## src/dth_pkg.sv

```systemverilog
// Shared types, codes and constants of the diff token hasher.
`timescale 1ns / 1ps
package dth_pkg;

	localparam int HASH_BITS_DEF   = 32;
	localparam int QUEUE_DEPTH_DEF = 2;

	localparam int HASH_MULT  = 293;
	localparam int HASH_MULT2 = HASH_MULT * HASH_MULT;

	localparam logic [7:0] CH_CR    = 8'h0D;
	localparam logic [7:0] CH_LF    = 8'h0A;
	localparam logic [7:0] CH_SPACE = 8'h20;
	localparam logic [7:0] CH_TAB   = 8'h09;
	localparam logic [7:0] CH_HIGH  = 8'h80;

	// split modes
	localparam logic [2:0] MODE_LINE      = 3'd0;
	localparam logic [2:0] MODE_WORD      = 3'd1;
	localparam logic [2:0] MODE_CLASS     = 3'd2;
	localparam logic [2:0] MODE_EOL       = 3'd3;
	localparam logic [2:0] MODE_WS_AMOUNT = 3'd4;
	localparam logic [2:0] MODE_ALL_WS    = 3'd5;

	// character classes
	localparam logic [2:0] CLS_NONE  = 3'd0;
	localparam logic [2:0] CLS_CR    = 3'd1;
	localparam logic [2:0] CLS_WORD  = 3'd2;
	localparam logic [2:0] CLS_SPACE = 3'd3;
	localparam logic [2:0] CLS_OTHER = 3'd4;
	localparam logic [2:0] CLS_LF_IN = 3'd5;
	localparam logic [2:0] CLS_LF    = 3'd6;

	// configuration register indexes
	localparam logic [1:0] REG_SPLIT_MODE = 2'd0;
	localparam logic [1:0] REG_LINE_END   = 2'd1;

	typedef struct packed {
		logic [7:0] byte_value;
		logic       end_of_file;
		logic       is_cr;
		logic       is_lf;
		logic       is_ws;
		logic       is_cspace;
		logic [2:0] cls;
	} dth_item_t;

endpackage

```

## src/diff_token_hasher.sv

```systemverilog
// Top level of the diff token hasher: config registers, front end, queue, back end.
// Path: an accepted byte is written into the queue, then popped by the back end, which
// registers its result in the output register.
// Throughput: one byte per cycle while the output is not stalled; a byte that yields two
// results holds the back end while the second result drains from its holding slot.
// Reset: arst_n asynchronous, active low; clears hash state, queue and config.
`timescale 1ns / 1ps
module diff_token_hasher #(
	parameter int HASH_BITS   = dth_pkg::HASH_BITS_DEF,
	parameter int QUEUE_DEPTH = dth_pkg::QUEUE_DEPTH_DEF
) (
	input  logic                                clk,
	input  logic                                arst_n,
	input  logic                                cfg_valid,
	output logic                                cfg_ready,
	input  logic [1:0]                          cfg_index,
	input  logic [7:0]                          cfg_data,
	input  logic                                s_axis_tvalid,
	output logic                                s_axis_tready,
	input  logic [7:0]                          s_axis_tdata,   // byte_value
	input  logic                                s_axis_tlast,   // end_of_file
	output logic                                m_axis_tvalid,
	input  logic                                m_axis_tready,
	output logic [((HASH_BITS + 7) / 8) * 8-1:0] m_axis_tdata,  // token_hash
	output logic                                m_axis_tlast,   // file_done
	output logic [1:0]                          m_axis_tuser    // has_token, run_last
);
	import dth_pkg::*;

	localparam int TDATA_W = ((HASH_BITS + 7) / 8) * 8;

	logic [2:0]           split_mode_q;
	logic                 line_end_is_cr_q;
	logic                 q_full;
	logic                 q_push;
	dth_item_t            q_item;
	logic                 head_valid;
	dth_item_t            head_item;
	logic                 pop;
	logic [HASH_BITS-1:0] hash_out;
	logic                 has_token_out;
	logic                 run_last_out;

	assign cfg_ready = 1'b1;

	always_ff @(posedge clk or negedge arst_n) begin
		if (!arst_n) begin
			split_mode_q     <= MODE_LINE;
			line_end_is_cr_q <= 1'b0;
		end else if (cfg_valid) begin
			case (cfg_index)
				REG_SPLIT_MODE: split_mode_q     <= cfg_data[2:0];
				REG_LINE_END:   line_end_is_cr_q <= cfg_data[0];
				default: ;
			endcase
		end
	end

	dth_front u_front (
		.s_axis_tvalid (s_axis_tvalid),
		.s_axis_tready (s_axis_tready),
		.s_axis_tdata  (s_axis_tdata),
		.s_axis_tlast  (s_axis_tlast),
		.q_full        (q_full),
		.q_push        (q_push),
		.q_item        (q_item)
	);

	dth_queue #(
		.DEPTH (QUEUE_DEPTH)
	) u_queue (
		.clk        (clk),
		.arst_n     (arst_n),
		.push       (q_push),
		.push_item  (q_item),
		.full       (q_full),
		.pop        (pop),
		.head_valid (head_valid),
		.head_item  (head_item)
	);

	dth_back #(
		.HASH_BITS (HASH_BITS)
	) u_back (
		.clk            (clk),
		.arst_n         (arst_n),
		.split_mode     (split_mode_q),
		.line_end_is_cr (line_end_is_cr_q),
		.head_valid     (head_valid),
		.head_item      (head_item),
		.pop            (pop),
		.m_axis_tvalid  (m_axis_tvalid),
		.m_axis_tready  (m_axis_tready),
		.hash_out       (hash_out),
		.has_token_out  (has_token_out),
		.file_done_out  (m_axis_tlast),
		.run_last_out   (run_last_out)
	);

	assign m_axis_tdata = TDATA_W'(hash_out);
	assign m_axis_tuser = {run_last_out, has_token_out};

endmodule

```

## src/dth_front.sv

```systemverilog
// Front end: accepts input bytes and classifies them for the queue.
`timescale 1ns / 1ps
module dth_front (
	input  logic               s_axis_tvalid,
	output logic               s_axis_tready,
	input  logic [7:0]         s_axis_tdata,   // byte_value
	input  logic               s_axis_tlast,   // end_of_file
	input  logic               q_full,
	output logic               q_push,
	output dth_pkg::dth_item_t q_item
);
	import dth_pkg::*;

	logic [7:0] b;
	logic       alnum;

	assign b = s_axis_tdata;
	assign alnum = (b >= "0" && b <= "9") || (b >= "a" && b <= "z") || (b >= "A" && b <= "Z");

	always_comb begin
		q_item.byte_value  = b;
		q_item.end_of_file = s_axis_tlast;
		q_item.is_cr       = (b == CH_CR);
		q_item.is_lf       = (b == CH_LF);
		q_item.is_ws       = (b == CH_SPACE) || (b == CH_TAB);
		q_item.is_cspace   = (b == CH_SPACE) || (b >= CH_TAB && b <= CH_CR);
		if (b == CH_CR) begin
			q_item.cls = CLS_CR;
		end else if (b == CH_LF) begin
			q_item.cls = CLS_LF_IN;
		end else if (alnum || ((b & CH_HIGH) != 8'd0)) begin
			q_item.cls = CLS_WORD;
		end else if (q_item.is_cspace) begin
			q_item.cls = CLS_SPACE;
		end else begin
			q_item.cls = CLS_OTHER;
		end
	end

	assign s_axis_tready = !q_full;
	assign q_push = s_axis_tvalid && !q_full;

endmodule

```

## src/dth_queue.sv

```systemverilog
// Short queue of classified items between front and back end.
`timescale 1ns / 1ps
module dth_queue #(
	parameter int DEPTH = dth_pkg::QUEUE_DEPTH_DEF
) (
	input  logic               clk,
	input  logic               arst_n,
	input  logic               push,
	input  dth_pkg::dth_item_t push_item,
	output logic               full,
	input  logic               pop,
	output logic               head_valid,
	output dth_pkg::dth_item_t head_item
);
	import dth_pkg::*;

	localparam int PW = (DEPTH > 1) ? $clog2(DEPTH) : 1;
	localparam int CW = $clog2(DEPTH + 1);

	dth_item_t     mem_q [DEPTH];
	logic [PW-1:0] wr_ptr_q;
	logic [PW-1:0] rd_ptr_q;
	logic [CW-1:0] count_q;
	logic          do_push;
	logic          do_pop;

	assign full       = (count_q == CW'(DEPTH));
	assign head_valid = (count_q != '0);
	assign head_item  = mem_q[rd_ptr_q];
	assign do_push    = push && !full;
	assign do_pop     = pop && head_valid;

	always_ff @(posedge clk) begin
		if (do_push) begin
			mem_q[wr_ptr_q] <= push_item;
		end
	end

	always_ff @(posedge clk or negedge arst_n) begin
		if (!arst_n) begin
			wr_ptr_q <= '0;
			rd_ptr_q <= '0;
			count_q  <= '0;
		end else begin
			if (do_push) begin
				wr_ptr_q <= (wr_ptr_q == PW'(DEPTH - 1)) ? '0 : wr_ptr_q + 1'b1;
			end
			if (do_pop) begin
				rd_ptr_q <= (rd_ptr_q == PW'(DEPTH - 1)) ? '0 : rd_ptr_q + 1'b1;
			end
			if (do_push && !do_pop) begin
				count_q <= count_q + 1'b1;
			end else if (do_pop && !do_push) begin
				count_q <= count_q - 1'b1;
			end
		end
	end

endmodule

```

## src/dth_back.sv

```systemverilog
// Back end: token state, hash update and result output with a second-result slot.
`timescale 1ns / 1ps
module dth_back #(
	parameter int HASH_BITS = dth_pkg::HASH_BITS_DEF
) (
	input  logic                  clk,
	input  logic                  arst_n,
	input  logic [2:0]            split_mode,
	input  logic                  line_end_is_cr,
	input  logic                  head_valid,
	input  dth_pkg::dth_item_t    head_item,
	output logic                  pop,
	output logic                  m_axis_tvalid,
	input  logic                  m_axis_tready,
	output logic [HASH_BITS-1:0]  hash_out,
	output logic                  has_token_out,
	output logic                  file_done_out,
	output logic                  run_last_out
);
	import dth_pkg::*;

	typedef struct packed {
		logic [HASH_BITS-1:0] token_hash;
		logic                 has_token;
		logic                 file_done;
		logic                 run_last;
	} res_t;

	function automatic logic [HASH_BITS-1:0] mix1(input logic [HASH_BITS-1:0] h,
		input logic [7:0] c);
		return h * HASH_BITS'(HASH_MULT) + HASH_BITS'(c);
	endfunction

	// two updates folded: h*293^2 + a*293 + c
	function automatic logic [HASH_BITS-1:0] mix2(input logic [HASH_BITS-1:0] h,
		input logic [7:0] a, input logic [7:0] c);
		return h * HASH_BITS'(HASH_MULT2) + HASH_BITS'(a) * HASH_BITS'(HASH_MULT)
			+ HASH_BITS'(c);
	endfunction

	logic [HASH_BITS-1:0] h_q;
	logic [2:0]           pc_q;
	logic                 sw_q;
	logic                 sp_q;

	logic [HASH_BITS-1:0] hh;
	logic [2:0]           pc_t;
	logic [2:0]           cls_t;
	logic [2:0]           pc_n;
	logic                 sw_n;
	logic                 sp_n;
	logic                 sw_eff;
	logic                 sp_eff;
	logic                 nl;
	logic [1:0]           cnt;
	res_t                 r0;
	res_t                 r1;

	res_t                 out_q;
	res_t                 pend_q;
	logic                 out_v_q;
	logic                 pend_v_q;
	logic                 out_free;

	dth_item_t            it;
	logic                 eof;

	assign it  = head_item;
	assign eof = it.end_of_file;
	assign nl  = it.is_cr || it.is_lf;

	always_comb begin
		hh     = h_q;
		pc_t   = pc_q;
		cls_t  = it.cls;
		sw_eff = (split_mode == MODE_EOL || split_mode == MODE_WS_AMOUNT ||
			split_mode == MODE_ALL_WS) && sw_q;
		sp_eff = (split_mode == MODE_WS_AMOUNT) && sp_q;
		sw_n   = sw_eff;
		sp_n   = sp_eff;
		pc_n   = pc_q;
		cnt    = 2'd0;
		r0     = '0;
		r1     = '0;
		if (sw_eff && it.is_lf) begin
			sw_n = 1'b0;
			if (eof) begin
				r0.file_done = 1'b1;
				cnt = 2'd1;
			end
		end else begin
			if (sw_eff) begin
				sw_n = 1'b0;
			end
			case (split_mode)
				MODE_WORD: begin
					hh = mix1(hh, it.byte_value);
					if (eof || it.is_cspace) begin
						r0 = '{hh, 1'b1, eof, 1'b0};
						cnt = 2'd1;
						hh = '0;
					end
				end
				MODE_CLASS: begin
					if (cls_t != pc_t) begin
						if (cls_t == CLS_LF_IN) begin
							cls_t = CLS_LF;
							if (pc_t == CLS_CR) begin
								pc_t = CLS_NONE;
							end
						end
						if (pc_t != CLS_NONE) begin
							r0 = '{hh, 1'b1, 1'b0, 1'b0};
							cnt = 2'd1;
							hh = '0;
						end
						pc_n = cls_t;
					end
					hh = mix1(hh, it.byte_value);
					if (eof) begin
						if (cnt == 2'd0) begin
							r0 = '{hh, 1'b1, 1'b1, 1'b0};
						end else begin
							r1 = '{hh, 1'b1, 1'b1, 1'b0};
						end
						cnt = cnt + 2'd1;
					end
				end
				MODE_EOL: begin
					if (nl) begin
						if (it.is_cr && !eof) begin
							sw_n = 1'b1;
						end
						hh = mix1(hh, CH_LF);
						r0 = '{hh, 1'b1, eof, 1'b0};
						cnt = 2'd1;
						hh = '0;
					end else if (eof) begin
						hh = mix2(hh, it.byte_value, CH_LF);
						r0 = '{hh, 1'b1, 1'b1, 1'b0};
						cnt = 2'd1;
						hh = '0;
					end else begin
						hh = mix1(hh, it.byte_value);
					end
				end
				MODE_WS_AMOUNT, MODE_ALL_WS: begin
					if (it.is_ws) begin
						if (split_mode == MODE_WS_AMOUNT) begin
							sp_n = 1'b1;
						end
						if (eof) begin
							r0 = '{hh, 1'b1, 1'b1, 1'b0};
							cnt = 2'd1;
						end
					end else begin
						sp_n = 1'b0;
						if (it.is_cr && !eof) begin
							sw_n = 1'b1;
						end
						if (!nl) begin
							hh = sp_eff ? mix2(hh, CH_SPACE, it.byte_value)
								: mix1(hh, it.byte_value);
						end
						if (eof || nl) begin
							r0 = '{hh, 1'b1, eof, 1'b0};
							cnt = 2'd1;
							hh = '0;
						end
					end
				end
				default: begin
					hh = mix1(hh, it.byte_value);
					if (eof || (line_end_is_cr ? it.is_cr : it.is_lf)) begin
						r0 = '{hh, 1'b1, eof, 1'b0};
						cnt = 2'd1;
						hh = '0;
					end
				end
			endcase
		end
		r0.run_last = (cnt == 2'd1);
		r1.run_last = 1'b1;
		if (eof) begin
			hh   = '0;
			pc_n = CLS_NONE;
			sw_n = 1'b0;
			sp_n = 1'b0;
		end
	end

	assign out_free = !out_v_q || m_axis_tready;
	assign pop      = head_valid && out_free && !pend_v_q;

	always_ff @(posedge clk or negedge arst_n) begin
		if (!arst_n) begin
			h_q      <= '0;
			pc_q     <= CLS_NONE;
			sw_q     <= 1'b0;
			sp_q     <= 1'b0;
			out_v_q  <= 1'b0;
			pend_v_q <= 1'b0;
		end else begin
			if (pop) begin
				h_q  <= hh;
				pc_q <= pc_n;
				sw_q <= sw_n;
				sp_q <= sp_n;
			end
			if (pend_v_q && out_free) begin
				out_v_q  <= 1'b1;
				pend_v_q <= 1'b0;
			end else if (pop) begin
				out_v_q  <= (cnt != 2'd0);
				pend_v_q <= (cnt == 2'd2);
			end else if (m_axis_tready) begin
				out_v_q <= 1'b0;
			end
		end
	end

	always_ff @(posedge clk) begin
		if (pend_v_q && out_free) begin
			out_q <= pend_q;
		end else if (pop) begin
			out_q  <= r0;
			pend_q <= r1;
		end
	end

	assign m_axis_tvalid = out_v_q;
	assign hash_out      = out_q.token_hash;
	assign has_token_out = out_q.has_token;
	assign file_done_out = out_q.file_done;
	assign run_last_out  = out_q.run_last;

endmodule

```

## config.mk

```make
export PLATFORM = sky130hd
export DESIGN_NAME = diff_token_hasher
export DESIGN_NICKNAME = d
export VERILOG_FILES = /design/src/dth_pkg.sv /design/src/diff_token_hasher.sv /design/src/dth_front.sv /design/src/dth_queue.sv /design/src/dth_back.sv
export SDC_FILE = /design/constraint.sdc
export NUM_CORES = 1
export LEC_CHECK = 0
export ABC_AREA = 1
export ABC_CLOCK_PERIOD_IN_PS = 8100
export BUFFER_PORTS_ARGS = -buffer_cell sky130_fd_sc_hd__buf_2
export CAP_MARGIN = 20
export CORE_MARGIN = 2
export CORE_UTILIZATION = 54
export DETAILED_ROUTE_END_ITERATION = 7
export PLACE_DENSITY = 0.73
export REMOVE_ABC_BUFFERS = 1
export SLEW_MARGIN = 20
export SYNTH_ARGS = -nofsm -noshare
export SYNTH_HDL_FRONTEND = slang
export SYNTH_SLANG_ARGS = --single-unit
```

## constraint.sdc

```tcl
create_clock -name clk -period 8.1 [get_ports clk]
set_clock_uncertainty 0.15 [all_clocks]
set_input_delay 0.81 -clock clk [delete_from_list [all_inputs] [get_ports clk]]
set_output_delay 0.81 -clock clk [all_outputs]
set_load 0.01 [all_outputs]
```

==> run_results.csv <==
group,metric,value,unit
synth,synth_top_cell_area_share,0.206,
synth,ys_ff_latch,147,
layout,fin_nets,5003,
clocking,cts_tree,"built",
global_route,grt_remaining_overflow,0,
drt,vias,28300,
setup_path,crit_path_start_kind,"register",
clocking,cts-root-buf,"clkbuf_16",
synth,synth_compound_area_frac,0.104,
sta,worstMarginPinSlew,1.02,ns
synth,synth-async-reset-ratio,0.320,
global_route,grt_use_total,0.340,
clocking,clk_latency,0.49,ns
sta,rsz0062_at_grt,"yes",
synth,netlist_area,30400,um2
clocking,cts_buffer_depth,2,
min_path,hold_depth,1,
synth,synth_top_family_by_area,"adder cells",
synth,yosys.area_share.simple,0.223,
global_route,globalRouteMet1Util,0.453,
die,die_x,241,um
placement,preCtsSetupSlack,-0.0137,ns
clocking,cts_buffers,17,
sta,slew_violations,0,
sta,fin_ws,0.338,ns
global_route,grt_busiest_layer,"met2",
synth,yosysSeqAreaShare,0.138,
setup_path,critPathMostFrequentCell,"nand2_1",
clocking,clk_transition_reported_paths,0.10,ns
die,row_count,86,
drt,drt_iter0_drc,2970,
clocking,cts.sinks,147,
clocking,cts-hold-fix-buffers,0,
die,core-area,55300,um2
sta,fin_crit_sh,0.958,
drt,detail-route-antenna-nets,0,
layout,layout.cells.most_common,"nand2_1",
sta,hold_viol,0,
drt,drc_errors,0,
synth,yosys.area_share.adder,0.390,
die,io_pins,62,
layout,area_delta_synth_final,9.55,%
setup_path,worst_path_largest_cell_delay,0.55,ns
synth,synth_edf_count,100,
layout,fill_cells,5147,
global_route,grt.met3_usage,0.0507,
drt,dr.pass1.iters,6,
flow_run,cap_violations,0,
global_route,use_met2,0.538,
setup_path,crit_path_top_delay_cell,"fa_1",
min_path,hold_class,"register to register",
synth,synthMuxAreaShare,0.000330,
drt,vias_per_cell,5.70,
setup_path,cp_data_arrival_time,7.84,ns
layout,antenna_cells,0,
synth,synth-warning-count,0,
drt,totalWireLength,97100,um
outcome,status,"complete, no violations",
setup_path,crit_type,"register to register",
global_route,antenna_found_initial,1,
placement,io_buffers,55,
global_route,grt_pass1_wl,151000,um
sta,fmax,0.129,GHz
sta,slew_headroom,0.315,
placement,dpl_cell_area,32300,um2
placement,hpwl,80000,um
layout,drive_gt1_frac,0.0940,
synth,synth_cell_types,65,
synth,synth_cells,4060,
die,dieArea,58100,um2
clocking,h-tree-depth,4,
sta,finalSetupViolCount,0,
sta,period_needed,7.76,ns
global_route,grt_max_degree,85,
global_route,grt_pass1_vias,27000,
drt,wire_per_inst,19.6,um
setup_path,reg2regPathDepth,42,
synth,yosys.area.top_type,"ha_1",
placement,routabilityCongestion,1.05,
synth,synth.area.top_cells,"ha_1 21%, fa_1 18%, nand2_1 11%",
layout,most-common-layout-cells,"909 x nand2_1, 771 x inv_1, 483 x ha_1",
layout,final_area,33300,um2
synth,syn_avg_cell_area,7.48,um2
synth,synthXorXnorAreaFrac,0.0350,
setup_path,end_kind,"register",
synth,ys.flop_type,"edfxtp_1",
die,die_h,241,um
setup_path,required,8.18,ns
setup_path,crit_fanout,5,
die,initial_core_util,0.549,
## sequential cells by signal, summed over array words and instances (netlist names)
register,flops
u_back.has_token_out,1
u_back.pend_v_q,1
u_back.pend_q,33
u_back.sw_q,1
u_queue.mem_q,32
u_queue.wr_ptr_q,1
line_end_is_cr_q,1
u_back.sp_q,1
u_back.pc_q,3
u_back.file_done_out,1
u_back.m_axis_tvalid,1
u_back.run_last_out,1
u_back.h_q,32
u_queue.count_q,2
u_queue.rd_ptr_q,1
u_back.hash_out,32
split_mode_q,3
## metal layers
layer / wire length [um] / part of all wire
met1: 39700 / 0.41
met2: 42800 / 0.44
met3: 8600 / 0.089
met4: 5970 / 0.062
met5: 0 / 0
## logic make-up (layout without fill, tap and decap cells)
| logic type | Yosys count | after routing |
|---|---|---|
| and+or+nand+nor | 1588 | 1588 |
| buffers and inverters | 883 | 1036 |
| adders and majority gates | 779 | 779 |
| AOI/OAI and AO/OA | 543 | 543 |
| DFF | 147 | 147 |
| xor gates and xnor gates | 118 | 118 |
| other | 1 | 1 |
| muxes | 1 | 1 |
## cells in the mapped netlist (4+ instances only)
| library cell | n |
|---|---|
| nand2_1 | 917 |
| inv_1 | 779 |
| ha_1 | 500 |
| fa_1 | 279 |
| nor2_1 | 279 |
| nand3_1 | 210 |
| a21oi_1 | 181 |
| o21ai_0 | 173 |
| edfxtp_1 | 100 |
| xor2_1 | 68 |
| nand4_1 | 56 |
| dfrtp_1 | 47 |
| clkbuf_1 | 46 |
| xnor2_1 | 46 |
| o22ai_1 | 32 |
| nor3_1 | 31 |
| nand2_2 | 28 |
| o211ai_1 | 28 |
| inv_2 | 27 |
| o21ai_1 | 22 |
| buf_2 | 18 |
| nor2_2 | 18 |
| a31oi_1 | 14 |
| o221ai_1 | 13 |
| or2_2 | 13 |
| a221oi_1 | 12 |
| o21bai_1 | 10 |
| o31ai_1 | 10 |
| nor2_4 | 9 |
| a21o_1 | 7 |
| nand3b_1 | 7 |
| a211oi_1 | 6 |
| a22oi_1 | 6 |
| o2111ai_1 | 6 |
| buf_1 | 5 |
| buf_4 | 4 |
| clkinv_1 | 4 |
| o21a_1 | 4 |
## worst max-delay path: cells and delay by family (launching register included)
| kind | cells | cell delay, ns |
|---|---|---|
| buf+inv | 12 | 1.01 |
| simple gates | 16 | 1.23 |
| compound gates | 4 | 0.57 |
| flops | 1 | 0.47 |
| fa+ha+maj | 10 | 4.07 |
## what timing repair did
item | in CTS | in global routing
setup endpoints to repair | 5 | 17
pin swaps | 0 | 26
gates resized for setup | 1 | 64
buffers inserted | 0 | 6
## path summary, 6_finish.rpt
check                                    from                   to  slack, ns
setup / recovery                u_back.h_q[5]  u_back.hash_out[31]       0.34
hold / removal             u_queue.count_q[0]   u_queue.count_q[0]       0.33
max in group asynchronous              arst_n        u_back.h_q[4]       6.86
hold reg to reg            u_queue.count_q[0]   u_queue.count_q[0]       0.33
setup reg to reg                u_back.h_q[5]  u_back.hash_out[31]       0.34
min in group asynchronous              arst_n        u_back.h_q[5]       0.35
## area by class of cell
cell class                 count  area, um2  area share
multi-input combinational   3030      23200       0.696
inverter                     810       3040      0.0914
clock inverter                15        201     0.00606
sequential                   147       4180       0.126
clock buffer                  17        425      0.0128
tap                          748        936      0.0281
timing repair buffer         194       1330      0.0399
## per-stage QoR
| stage | cells | TNS [ns] | util | hold slack (ns) |
|---|---|---|---|---|
| 2_1_floorplan | 3987 | 0 | - | 0.296 |
| 3_3_place_gp | 4923 | 0 | 0.584 | 0.312 |
| 3_5_place_dp | 4923 | -0.0205 | 0.584 | 0.313 |
| 4_1_cts | 4955 | 0 | 0.595 | 0.328 |
| 5_1_grt | 4961 | -0.423 | 0.601 | 0.335 |
| 6_report | 4961 | 0 | 0.601 | 0.326 |
Power is not shown: default switching activity piles up to over one toggle a cycle in this logic, so the estimate is an artifact.
